## config.mk

```make
export PLATFORM = sky130hd
export DESIGN_NAME = pkt_line_sideband_deframer
export DESIGN_NICKNAME = d
export VERILOG_FILES = /design/src/rtl/plsd_pkg.sv /design/src/rtl/pkt_line_sideband_deframer.sv
export SDC_FILE = /design/constraint.sdc
export NUM_CORES = 1
export LEC_CHECK = 0
export ABC_CLOCK_PERIOD_IN_PS = 5600
export BUFFER_PORTS_ARGS = -buffer_cell sky130_fd_sc_hd__buf_2
export CORE_MARGIN = 8
export CORE_UTILIZATION = 40
export DETAILED_ROUTE_END_ITERATION = 7
export PLACE_DENSITY = 0.65
export SLEW_MARGIN = 20
export SYNTH_ARGS = -nofsm -noshare
export SYNTH_HDL_FRONTEND = slang
export SYNTH_SLANG_ARGS = --single-unit
```

## constraint.sdc

```tcl
create_clock -name i_clk -period 5.6 [get_ports i_clk]
set_input_delay 0 -clock i_clk [delete_from_list [all_inputs] [get_ports i_clk]]
set_output_delay 0 -clock i_clk [all_outputs]
set_load 0.02 [all_outputs]
```

## src/rtl/plsd_pkg.sv

```systemverilog
// types, constants and the hex digit decoder shared by the deframer
package plsd_pkg;

    localparam int unsigned HEADER_DIGITS = 4;
    localparam logic [1:0]  HDR_LAST      = 2'(HEADER_DIGITS - 1);
    localparam logic [15:0] HDR_LEN       = 16'(HEADER_DIGITS);

    localparam logic [15:0] MAX_LEN_RESET = 16'd65520;
    localparam logic        SIDEBAND_RESET = 1'b1;

    localparam logic [1:0]  BAND_DATA = 2'd1;
    localparam logic [1:0]  BAND_MSG  = 2'd2;
    localparam logic [1:0]  BAND_RAW  = 2'd0;

    // configuration register indexes
    typedef enum logic {
        CFG_MAX_LEN  = 1'b0,
        CFG_SIDEBAND = 1'b1
    } t_cfg_idx;

    typedef enum logic [1:0] {
        PH_HEADER  = 2'd0,
        PH_BAND    = 2'd1,
        PH_PAYLOAD = 2'd2
    } t_phase;

    typedef enum logic [1:0] {
        KIND_DATA  = 2'd0,
        KIND_FLUSH = 2'd1,
        KIND_MSG   = 2'd2,
        KIND_ERR   = 2'd3
    } t_kind;

    typedef enum logic [2:0] {
        ERR_NONE     = 3'd0,
        ERR_BAD_HEX  = 3'd1,
        ERR_BAD_LEN  = 3'd2,
        ERR_HUNG_UP  = 3'd3,
        ERR_BAD_BAND = 3'd4
    } t_err;

    typedef struct packed {
        logic       ok;
        logic [3:0] value;
    } t_hex;

    // ascii hex digit, either case
    function automatic t_hex hex_decode(input logic [7:0] c);
        t_hex h;
        h.ok    = 1'b1;
        h.value = 4'd0;
        if (c >= 8'h30 && c <= 8'h39) begin
            h.value = 4'(c - 8'h30);
        end else if (c >= 8'h61 && c <= 8'h66) begin
            h.value = 4'(c - 8'h57);
        end else if (c >= 8'h41 && c <= 8'h46) begin
            h.value = 4'(c - 8'h37);
        end else begin
            h.ok = 1'b0;
        end
        return h;
    endfunction

endpackage

```

## src/rtl/pkt_line_sideband_deframer.sv

```systemverilog
// length-prefixed packet deframer with side-band demultiplexing
//
//  channel | direction | handshake                   | payload
//  --------+-----------+-----------------------------+-------------------------------------
//  in      | to block  | i_in_valid / o_in_ready     | i_byte_value, i_stream_closed
//  out     | from block| o_out_valid / i_out_ready   | o_kind, o_byte_out, o_last, o_error_code
//  cfg     | to block  | i_cfg_valid / o_cfg_ready   | i_cfg_index, i_cfg_data
//
//  one item per cycle unless the output stalls: each accepted byte updates the header/length
//  state and loads the result register, if it yields one, in the cycle it is accepted
//  o_in_ready is low only while a held result is not taken; the result register is the
//  only stage, so the input stalls exactly when the output stalls
//  synchronous active-low reset restores the register defaults and the header phase
//  after any error the block takes items but gives no more results until reset
module pkt_line_sideband_deframer (
    input  logic        i_clk,
    input  logic        i_rst_n,

    input  logic        i_in_valid,
    output logic        o_in_ready,
    input  logic [7:0]  i_byte_value,
    input  logic        i_stream_closed,

    output logic        o_out_valid,
    input  logic        i_out_ready,
    output logic [1:0]  o_kind,
    output logic [7:0]  o_byte_out,
    output logic        o_last,
    output logic [2:0]  o_error_code,

    input  logic        i_cfg_valid,
    output logic        o_cfg_ready,
    input  plsd_pkg::t_cfg_idx i_cfg_index,
    input  logic [15:0] i_cfg_data
);
    import plsd_pkg::*;

    logic [15:0] r_max_len;
    logic        r_sideband;

    t_phase      r_phase, n_phase;
    logic [1:0]  r_hdr_cnt, n_hdr_cnt;
    logic [15:0] r_accum, n_accum;
    logic [15:0] r_left, n_left;
    logic [1:0]  r_band, n_band;
    logic        r_stopped, n_stopped;

    logic        r_out_valid;
    t_kind       r_kind;
    logic [7:0]  r_byte;
    logic        r_last;
    t_err        r_err;

    logic        n_emit;
    t_kind       n_kind;
    logic [7:0]  n_byte;
    logic        n_last;
    t_err        n_err;

    logic        in_acc;
    logic        at_boundary;
    t_hex        hex;
    logic [15:0] hdr_len;
    logic [15:0] pay_len;
    logic        len_short;
    logic        len_too_big;
    logic        len_flush;
    logic [15:0] left_dec;
    logic        band_ok;

    assign o_in_ready  = !r_out_valid || i_out_ready;
    assign in_acc      = i_in_valid && o_in_ready;
    assign o_cfg_ready = 1'b1;

    assign at_boundary = (r_phase == PH_HEADER) && (r_hdr_cnt == 2'd0);
    assign hex         = hex_decode(i_byte_value);
    assign hdr_len     = {r_accum[11:0], hex.value};
    assign pay_len     = hdr_len - HDR_LEN;
    assign len_short   = (hdr_len != 16'd0) && (hdr_len < HDR_LEN);
    assign len_too_big = !len_short && (hdr_len != 16'd0) && (pay_len >= r_max_len);
    assign len_flush   = (hdr_len == 16'd0) || (hdr_len == HDR_LEN);
    assign left_dec    = r_left - 16'd1;
    assign band_ok     = (i_byte_value == {6'd0, BAND_DATA})
                      || (i_byte_value == {6'd0, BAND_MSG});

    // next state
    always_comb begin
        n_phase   = r_phase;
        n_hdr_cnt = r_hdr_cnt;
        n_accum   = r_accum;
        n_left    = r_left;
        n_band    = r_band;
        n_stopped = r_stopped;
        if (in_acc && !r_stopped) begin
            if (i_stream_closed) begin
                if (!at_boundary) begin
                    n_stopped = 1'b1;
                end
            end else begin
                case (r_phase)
                    PH_HEADER: begin
                        if (!hex.ok) begin
                            n_stopped = 1'b1;
                        end else if (r_hdr_cnt != HDR_LAST) begin
                            n_hdr_cnt = r_hdr_cnt + 2'd1;
                            n_accum   = hdr_len;
                        end else begin
                            n_hdr_cnt = 2'd0;
                            n_accum   = 16'd0;
                            if (len_short || len_too_big) begin
                                n_stopped = 1'b1;
                            end else if (!len_flush) begin
                                n_left = pay_len;
                                if (r_sideband) begin
                                    n_phase = PH_BAND;
                                end else begin
                                    n_band  = BAND_RAW;
                                    n_phase = PH_PAYLOAD;
                                end
                            end
                        end
                    end
                    PH_BAND: begin
                        n_left = left_dec;
                        if (!band_ok) begin
                            n_stopped = 1'b1;
                        end else begin
                            n_band  = i_byte_value[1:0];
                            n_phase = (left_dec == 16'd0) ? PH_HEADER : PH_PAYLOAD;
                        end
                    end
                    PH_PAYLOAD: begin
                        n_left = left_dec;
                        if (left_dec == 16'd0) begin
                            n_phase = PH_HEADER;
                        end
                    end
                    default: begin
                        n_phase = PH_HEADER;
                    end
                endcase
            end
        end
    end

    // result for the item
    always_comb begin
        n_emit = 1'b0;
        n_kind = KIND_FLUSH;
        n_byte = 8'd0;
        n_last = 1'b0;
        n_err  = ERR_NONE;
        if (!r_stopped) begin
            if (i_stream_closed) begin
                if (!at_boundary) begin
                    n_emit = 1'b1;
                    n_kind = KIND_ERR;
                    n_err  = ERR_HUNG_UP;
                end
            end else begin
                case (r_phase)
                    PH_HEADER: begin
                        if (!hex.ok) begin
                            n_emit = 1'b1;
                            n_kind = KIND_ERR;
                            n_err  = ERR_BAD_HEX;
                        end else if (r_hdr_cnt == HDR_LAST) begin
                            if (len_short || len_too_big) begin
                                n_emit = 1'b1;
                                n_kind = KIND_ERR;
                                n_err  = ERR_BAD_LEN;
                            end else if (len_flush) begin
                                n_emit = 1'b1;
                            end
                        end
                    end
                    PH_BAND: begin
                        if (!band_ok) begin
                            n_emit = 1'b1;
                            n_kind = KIND_ERR;
                            n_err  = ERR_BAD_BAND;
                        end else if (left_dec == 16'd0
                                     && i_byte_value[1:0] == BAND_DATA) begin
                            // empty data packet marks end of data
                            n_emit = 1'b1;
                        end
                    end
                    PH_PAYLOAD: begin
                        n_emit = 1'b1;
                        n_kind = (r_band == BAND_MSG) ? KIND_MSG : KIND_DATA;
                        n_byte = i_byte_value;
                        n_last = (left_dec == 16'd0);
                    end
                    default: begin
                        n_emit = 1'b0;
                    end
                endcase
            end
        end
    end

    always_ff @(posedge i_clk) begin
        if (!i_rst_n) begin
            r_max_len   <= MAX_LEN_RESET;
            r_sideband  <= SIDEBAND_RESET;
            r_phase     <= PH_HEADER;
            r_hdr_cnt   <= 2'd0;
            r_accum     <= 16'd0;
            r_left      <= 16'd0;
            r_band      <= BAND_RAW;
            r_stopped   <= 1'b0;
            r_out_valid <= 1'b0;
        end else begin
            if (i_cfg_valid) begin
                case (i_cfg_index)
                    CFG_MAX_LEN:  r_max_len  <= i_cfg_data;
                    CFG_SIDEBAND: r_sideband <= i_cfg_data[0];
                    default:      r_sideband <= r_sideband;
                endcase
            end
            r_phase   <= n_phase;
            r_hdr_cnt <= n_hdr_cnt;
            r_accum   <= n_accum;
            r_left    <= n_left;
            r_band    <= n_band;
            r_stopped <= n_stopped;
            if (in_acc) begin
                r_out_valid <= n_emit;
            end else if (i_out_ready) begin
                r_out_valid <= 1'b0;
            end
        end
    end

    always_ff @(posedge i_clk) begin
        if (in_acc && n_emit) begin
            r_kind <= n_kind;
            r_byte <= n_byte;
            r_last <= n_last;
            r_err  <= n_err;
        end
    end

    assign o_out_valid  = r_out_valid;
    assign o_kind       = r_kind;
    assign o_byte_out   = r_byte;
    assign o_last       = r_last;
    assign o_error_code = r_err;

`ifndef SYNTHESIS
    a_stop_sticky: assert property (@(posedge i_clk) disable iff (!i_rst_n)
        r_stopped |=> r_stopped)
        else $error("stopped flag cleared without reset");

    a_quiet_when_stopped: assert property (@(posedge i_clk) disable iff (!i_rst_n)
        (r_stopped && !o_out_valid) |=> !o_out_valid)
        else $error("result after the block stopped");

    a_err_stops: assert property (@(posedge i_clk) disable iff (!i_rst_n)
        (o_out_valid && o_kind == KIND_ERR) |-> (r_stopped && o_error_code != ERR_NONE))
        else $error("error item without stop or code");

    a_code_only_on_err: assert property (@(posedge i_clk) disable iff (!i_rst_n)
        (o_out_valid && o_kind != KIND_ERR) |-> (o_error_code == ERR_NONE))
        else $error("error code on a non-error item");

    a_last_on_payload: assert property (@(posedge i_clk) disable iff (!i_rst_n)
        (o_out_valid && o_last) |-> (o_kind == KIND_DATA || o_kind == KIND_MSG))
        else $error("last flag on a non-payload item");
`endif

endmodule
```

* Word-level counts from Yosys, hierarchy flattened
Cells that the tools add are included.
** Word-level totals
- Register bits after elaboration :: 67
- Output and inout bits :: 17
- Word-level logic and storage cells :: 149
- Input bits :: 31
** Cells by class
- Bitwise operators :: 3
- Reduce and logical (&&, ||, !) cells :: 36
- $add $sub $neg :: 6
- Magnitude comparators :: 8
- Equal/unequal tests :: 20
- Muxes and demuxes :: 63
** Operators with widths (number)
- two-way mux 16 bit :: 4
- two-way mux 2 bit :: 26
- zero test 16 bit :: 2
- case mux 16 bit (2 select lines) :: 1
- two-way mux 1 bit :: 20
- != test 2 bit, second input constant :: 9
- equality test 16 x 3 -> 1 bit, second input constant :: 1
- greater-or-equal comparator 16 bit :: 1
- greater-or-equal comparator 8 x 7 -> 1 bit, second input constant :: 2
- less-or-equal comparator 8 x 7 -> 1 bit, second input constant :: 2
- less-than comparator 16 x 3 -> 1 bit, second input constant :: 1
- nonzero test 16 bit :: 1
- subtractor 16 x 1 -> 16 bit, second input constant :: 1
- subtractor 16 x 3 -> 16 bit, second input constant :: 1
- two-way mux 12 bit :: 1
- two-way mux 4 bit :: 3
- case mux 2 bit (3 select lines) :: 2
- logical AND 1 bit :: 11
- AND reduction 9 bit :: 1
- equality test 8 x 1 -> 1 bit, second input constant :: 1
- equality test 8 x 2 -> 1 bit, second input constant :: 1
- greater-or-equal comparator 8 x 6 -> 1 bit, second input constant :: 1
- less-or-equal comparator 8 x 6 -> 1 bit, second input constant :: 1
- AND reduction 8 bit :: 1
- other kinds (25) :: 41

* Logic depth before layout (Yosys ltp)
- Depth after elaboration :: 18
- Gate-level depth with buffers :: 20
- Mapped depth without buffers :: 18

* Least setup slack after synthesis
OpenSTA, ideal clock, no wires.
- Kind :: input to register
- Start point :: input port i_byte_value[3]
- End point :: register r_byte[0], in the netlist o_byte_out[0], enable pin
- Setup slack :: 1045 ps
- Buffers on the path :: 1
- Setup time :: 396 ps
- Stages on the path :: 16
- Required time :: 5204 ps
- Data arrival time :: 4159 ps
- Cells stage by stage :: or4b_4 > a311oi_2 > buf_2 > a21oi_1 > mux2_2 > ha_1 > nand2_1 > nor3_1 > xor2_1 > ha_1 > nand4_1 > a211oi_1 > a221oi_1 > o21ai_0 > o211ai_1 > a31oi_1
** Between the ends
- Word-level cells in the longest chain between the ends :: 18
- Elaborated cells between the ends (all ways) :: 42
- Classes of those cells :: add/sub (4); order compare (8); eq/ne (3); mux (14); reduce/logical (13)
** RTL lines
- start, declared :: RTL line pkt_line_sideband_deframer.sv:21 : input logic [7:0] i_byte_value,
- parallel branches: the longest is 14 deep, another holds subtractor 16 x 3 -> 16 bit
- case mux 1 bit (3 select lines) * :: RTL line pkt_line_sideband_deframer.sv:161 : case (r_phase)
- two-way mux 1 bit * :: RTL line pkt_line_sideband_deframer.sv:154 : if (i_stream_closed) begin
- two-way mux 1 bit * :: RTL line pkt_line_sideband_deframer.sv:153 : if (!r_stopped) begin
- logical AND 1 bit * :: RTL line pkt_line_sideband_deframer.sv:236 : if (in_acc && n_emit) begin
- end signal, assigned :: RTL line pkt_line_sideband_deframer.sv:238 : r_byte <= n_byte;
- end, declared :: RTL line pkt_line_sideband_deframer.sv:50 : logic [7:0] r_byte;
Mark *: on every way between the ends.
A chain may end at the register's enable or synchronous reset.

* Worst setup path after layout
- Start point :: input port i_byte_value[1]
- End point :: register r_left[0]
** Between the ends
- Word-level cells in the longest chain between the ends :: 13
- Elaborated cells between the ends (all ways) :: 39
- Classes of those cells :: add/sub (4); order compare (8); eq/ne (4); mux (11); reduce/logical (12)
** RTL lines
- parallel branches: the longest is 13 deep, another holds subtractor 16 x 3 -> 16 bit
- end signal, assigned :: RTL line pkt_line_sideband_deframer.sv:224 : r_left <= n_left;
- end, declared :: RTL line pkt_line_sideband_deframer.sv:44 : logic [15:0] r_left, n_left;
Parallel ways; which one is timed is not known. The select of a mux whose other input is x is not followed.

==> reports/results.txt <==
Status = completed
Max Cap Viol = 0
GRT Util Overall = 16.63%
CTS Buf Count = 9
CTS tree = done
Crit-path max FO = 27
Finished Core Util = 47.84%
Die Area = 14670 sq um
Residual DRC count = 0
Gate Count Post-Synth = 539
Cell taking the most area after synthesis = dfxtp_1
Iter 0 DRT Violations = 302
Number of synthesized flops with an enable pin = 14
Netlist cell types = 72
Fin nets = 657
Hold Crit Endpoint = o_byte_out[7]
Design area = 5164 sq um
Power Dens Cells = 196.0 nW/um^2
Largest family of logic cells by synthesized area = simple AND/OR/NAND/NOR gates
CP Capture Type = flop
H-tree Lvls = 3
Initial antenna violation count = 0
Area grow syn2layout = 16.81%
CTS clk-pin slew, worst paths = 0.08 ns
HPWL Detailed = 8.612 mm
Final setup fails = 0
Number of core rows = 38
Non-Filler Instances = 739
VDD IR max = 0.1042 mV
Global route overflow = 0
PortBufs = 46
Post-Syn Nets = 602
Total number of vias = 4186
Synth area leaders = dfxtp_1, edfxtp_1, ha_1
Fin Clk Skew = 0.01691 ns
Hold Crit Class = input pin to flop
Placed Cells = 696
DR vias/cell = 5.664
WL/cell = 16.24 um
Xor and xnor fraction of the mapped netlist area = 2.576%
Clk sinks = 67
Mux share of post-synthesis cell area = 1.160%
Largest net degree at the start of global routing = 34
WP data required = 5.90 ns
FF-to-FF Start = r_accum[0]
Slew @ Worst Pin = 1.035 ns
Fin crit period = 5.224 ns
Top_reg_cell synth = dfxtp_1
Initial Util = 40.96%
Share of cells above drive strength 1 = 14.69%
Setup_tns = 0 ns
Synth Area in Adders = 9.057%
Vias in the first global route = 4021
Post-synth top cells = nand2_1, dfxtp_1, nor2_1
Top-Level Pins = 48
Die Ht = 121.1 um
Die Wd = 121.1 um
Complex-gate fraction of the synthesized area = 22.90%
Post-synthesis simple-gate area fraction = 24.54%
Synth top area share = 24.00%
Final Cycle Share = 93.29%
Detail Route Antenna Nets = 0
RD Place Congestion = 0.8912
Root buf cell = clkbuf_8
DRT Pass-1 Iters = 5
Asr flop ratio synth = 0%
Min-delay src = i_byte_value[7]
Peak Freq = 191.4 MHz
Diode count = 0
Hold Vio Cnt, Final = 0
Worst R2R Setup Slack = 1.12 ns
Max-slew violation count = 0
Maximum clock path buffer count = 2
Reg2reg end = r_left[0]
Post-placement cell area = 4711 sq um
Syn_area_per_cell = 8.201 sq um
Count leader, synth = nand2_1
Clk Latency, worst-skew pair = 0.36 ns
Synthesized area = 4420 sq um
CP Launch Type = input pin
Crit path kind = input pin to flop
Slew HR = 30.34%
Pleak = 2.110 nW
Final wirelength = 12.00 mm
First-pass GRT wire length = 19.74 mm
Hold WS = 0.01119 ns
Reg2reg path depth = 13
Synth warn = 0
CP arrival = 5.52 ns
Number of synthesized register bits = 67
Core footprint = 10790 sq um
Post-synthesis sequential area ratio = 33.51%
Worst hold path depth = 2
RSZ-0062 raised after global routing = no
## layout make-up
| cell class | count | area [sq um] |
|---|---|---|
| fillers | 1049 | 5629 |
| multi-input cells | 404 | 2680 |
| flip-flops and latches | 67 | 1481 |
| repair buffers | 76 | 523.0 |
| well taps | 140 | 175.2 |
| inverters | 36 | 135.1 |
| clock buffers | 10 | 127.6 |
| clock inverters | 6 | 41.29 |
## cells by family after synthesis
group / count (synthesis)
muxes: 5
xor gates and xnor gates: 13
AOI/OAI and AO/OA: 146
adders and majority gates: 32
other: 1
and+or+nand+nor: 207
buffers and inverters: 68
DFF: 67
## routing by layer
| metal | track usage [%] | share of wire, % | vias up |
|---|---|---|---|
| met3 | 4.141 | 5.8 | 21 |
| met5 | 0 | 0 | - |
| met2 | 26.74 | 46 | 139 |
| met4 | 6.792 | 2.4 | 0 |
| met1 | 20.80 | 45 | 1951 |
| li1 | - | - | 2075 |
## where the power goes
part / internal, mW / switching [mW]
clock: 0.160 / 0.201
sequential: 0.504 / 0.00451
combinational: 0.0579 / 0.0834
## timing repair
action                                 in CTS  in global routing
gates resized for setup                     0                  2
endpoints found under the hold margin      22                  0
hold buffers                               27                  0
buffers inserted                            0                  0
setup endpoints to repair                   0                  6
## critical path, cell delays in order
cell and delay (ns):
dlygate4sd3_1 0.53, buf_2 0.20, inv_1 0.10, ha_1 0.25, nor3b_2 0.29, a311oi_2 0.18
a21oi_1 0.21, mux2_2 0.24, ha_1 0.25, nand2_1 0.14, or4_1 0.53, xnor2_1 0.35
ha_1 0.34, a21oi_1 0.15, o21ai_0 0.11, a311oi_1 0.22, o21ai_0 0.34, o31ai_4 0.32
buf_4 0.31, a21boi_0 0.25, o221a_2 0.21
## per-stage QoR
step / worst slack [ns] / total power [mW]
global placement: 0.5833 / 0.6433
detailed placement: 0.5091 / 0.6451
floorplan: 1.045 / 0.6021
finish: 0.3760 / 1.012
global route: 0.1311 / 1.061
CTS: 0.3008 / 1.021
## layout by cell type, fill, tap and decap left out, types with 5 or more instances in the layout
| cell | n |
|---|---|
| o21ai_0 | 25 |
| clkbuf_8 | 9 |
| buf_2 | 46 |
| a21boi_0 | 7 |
| a21oi_1 | 40 |
| or4_1 | 8 |
| ha_1 | 32 |
| dlygate4sd3_1 | 27 |
| xnor2_1 | 5 |
| a211oi_1 | 8 |
| nor2_1 | 42 |
| nand2_1 | 59 |
| o211ai_1 | 18 |
| and3_1 | 10 |
| dfxtp_1 | 53 |
| xor2_1 | 8 |
| edfxtp_1 | 14 |
| inv_1 | 34 |
| nor3b_1 | 11 |
| nand4_1 | 6 |
| nor3_1 | 14 |
| nor4_1 | 8 |
| nand2b_1 | 5 |
| nand3_1 | 15 |
## registers in the layout (all words and copies together) (netlist names)
register      cells
o_byte_out        8
o_error_code      3
o_kind            2
o_last            1
o_out_valid       1
r_accum          12
r_band            2
r_hdr_cnt         2
r_left           16
r_max_len        16
r_phase           2
r_sideband        1
r_stopped         1
## how the worst max path moves through the flow
stage	start	end	slack, ns	depth (start not counted)
after floorplan	i_byte_value[3]	o_byte_out[0]	1.05	16
after global placement	i_byte_value[1]	r_left[2]	0.58	19
after detailed placement	i_byte_value[1]	r_left[0]	0.51	19
after CTS	i_byte_value[1]	r_left[0]	0.30	20
after global routing	i_byte_value[1]	r_left[0]	0.13	21
final	i_byte_value[1]	r_left[0]	0.38	21
Power figures use the tool's default switching activity.
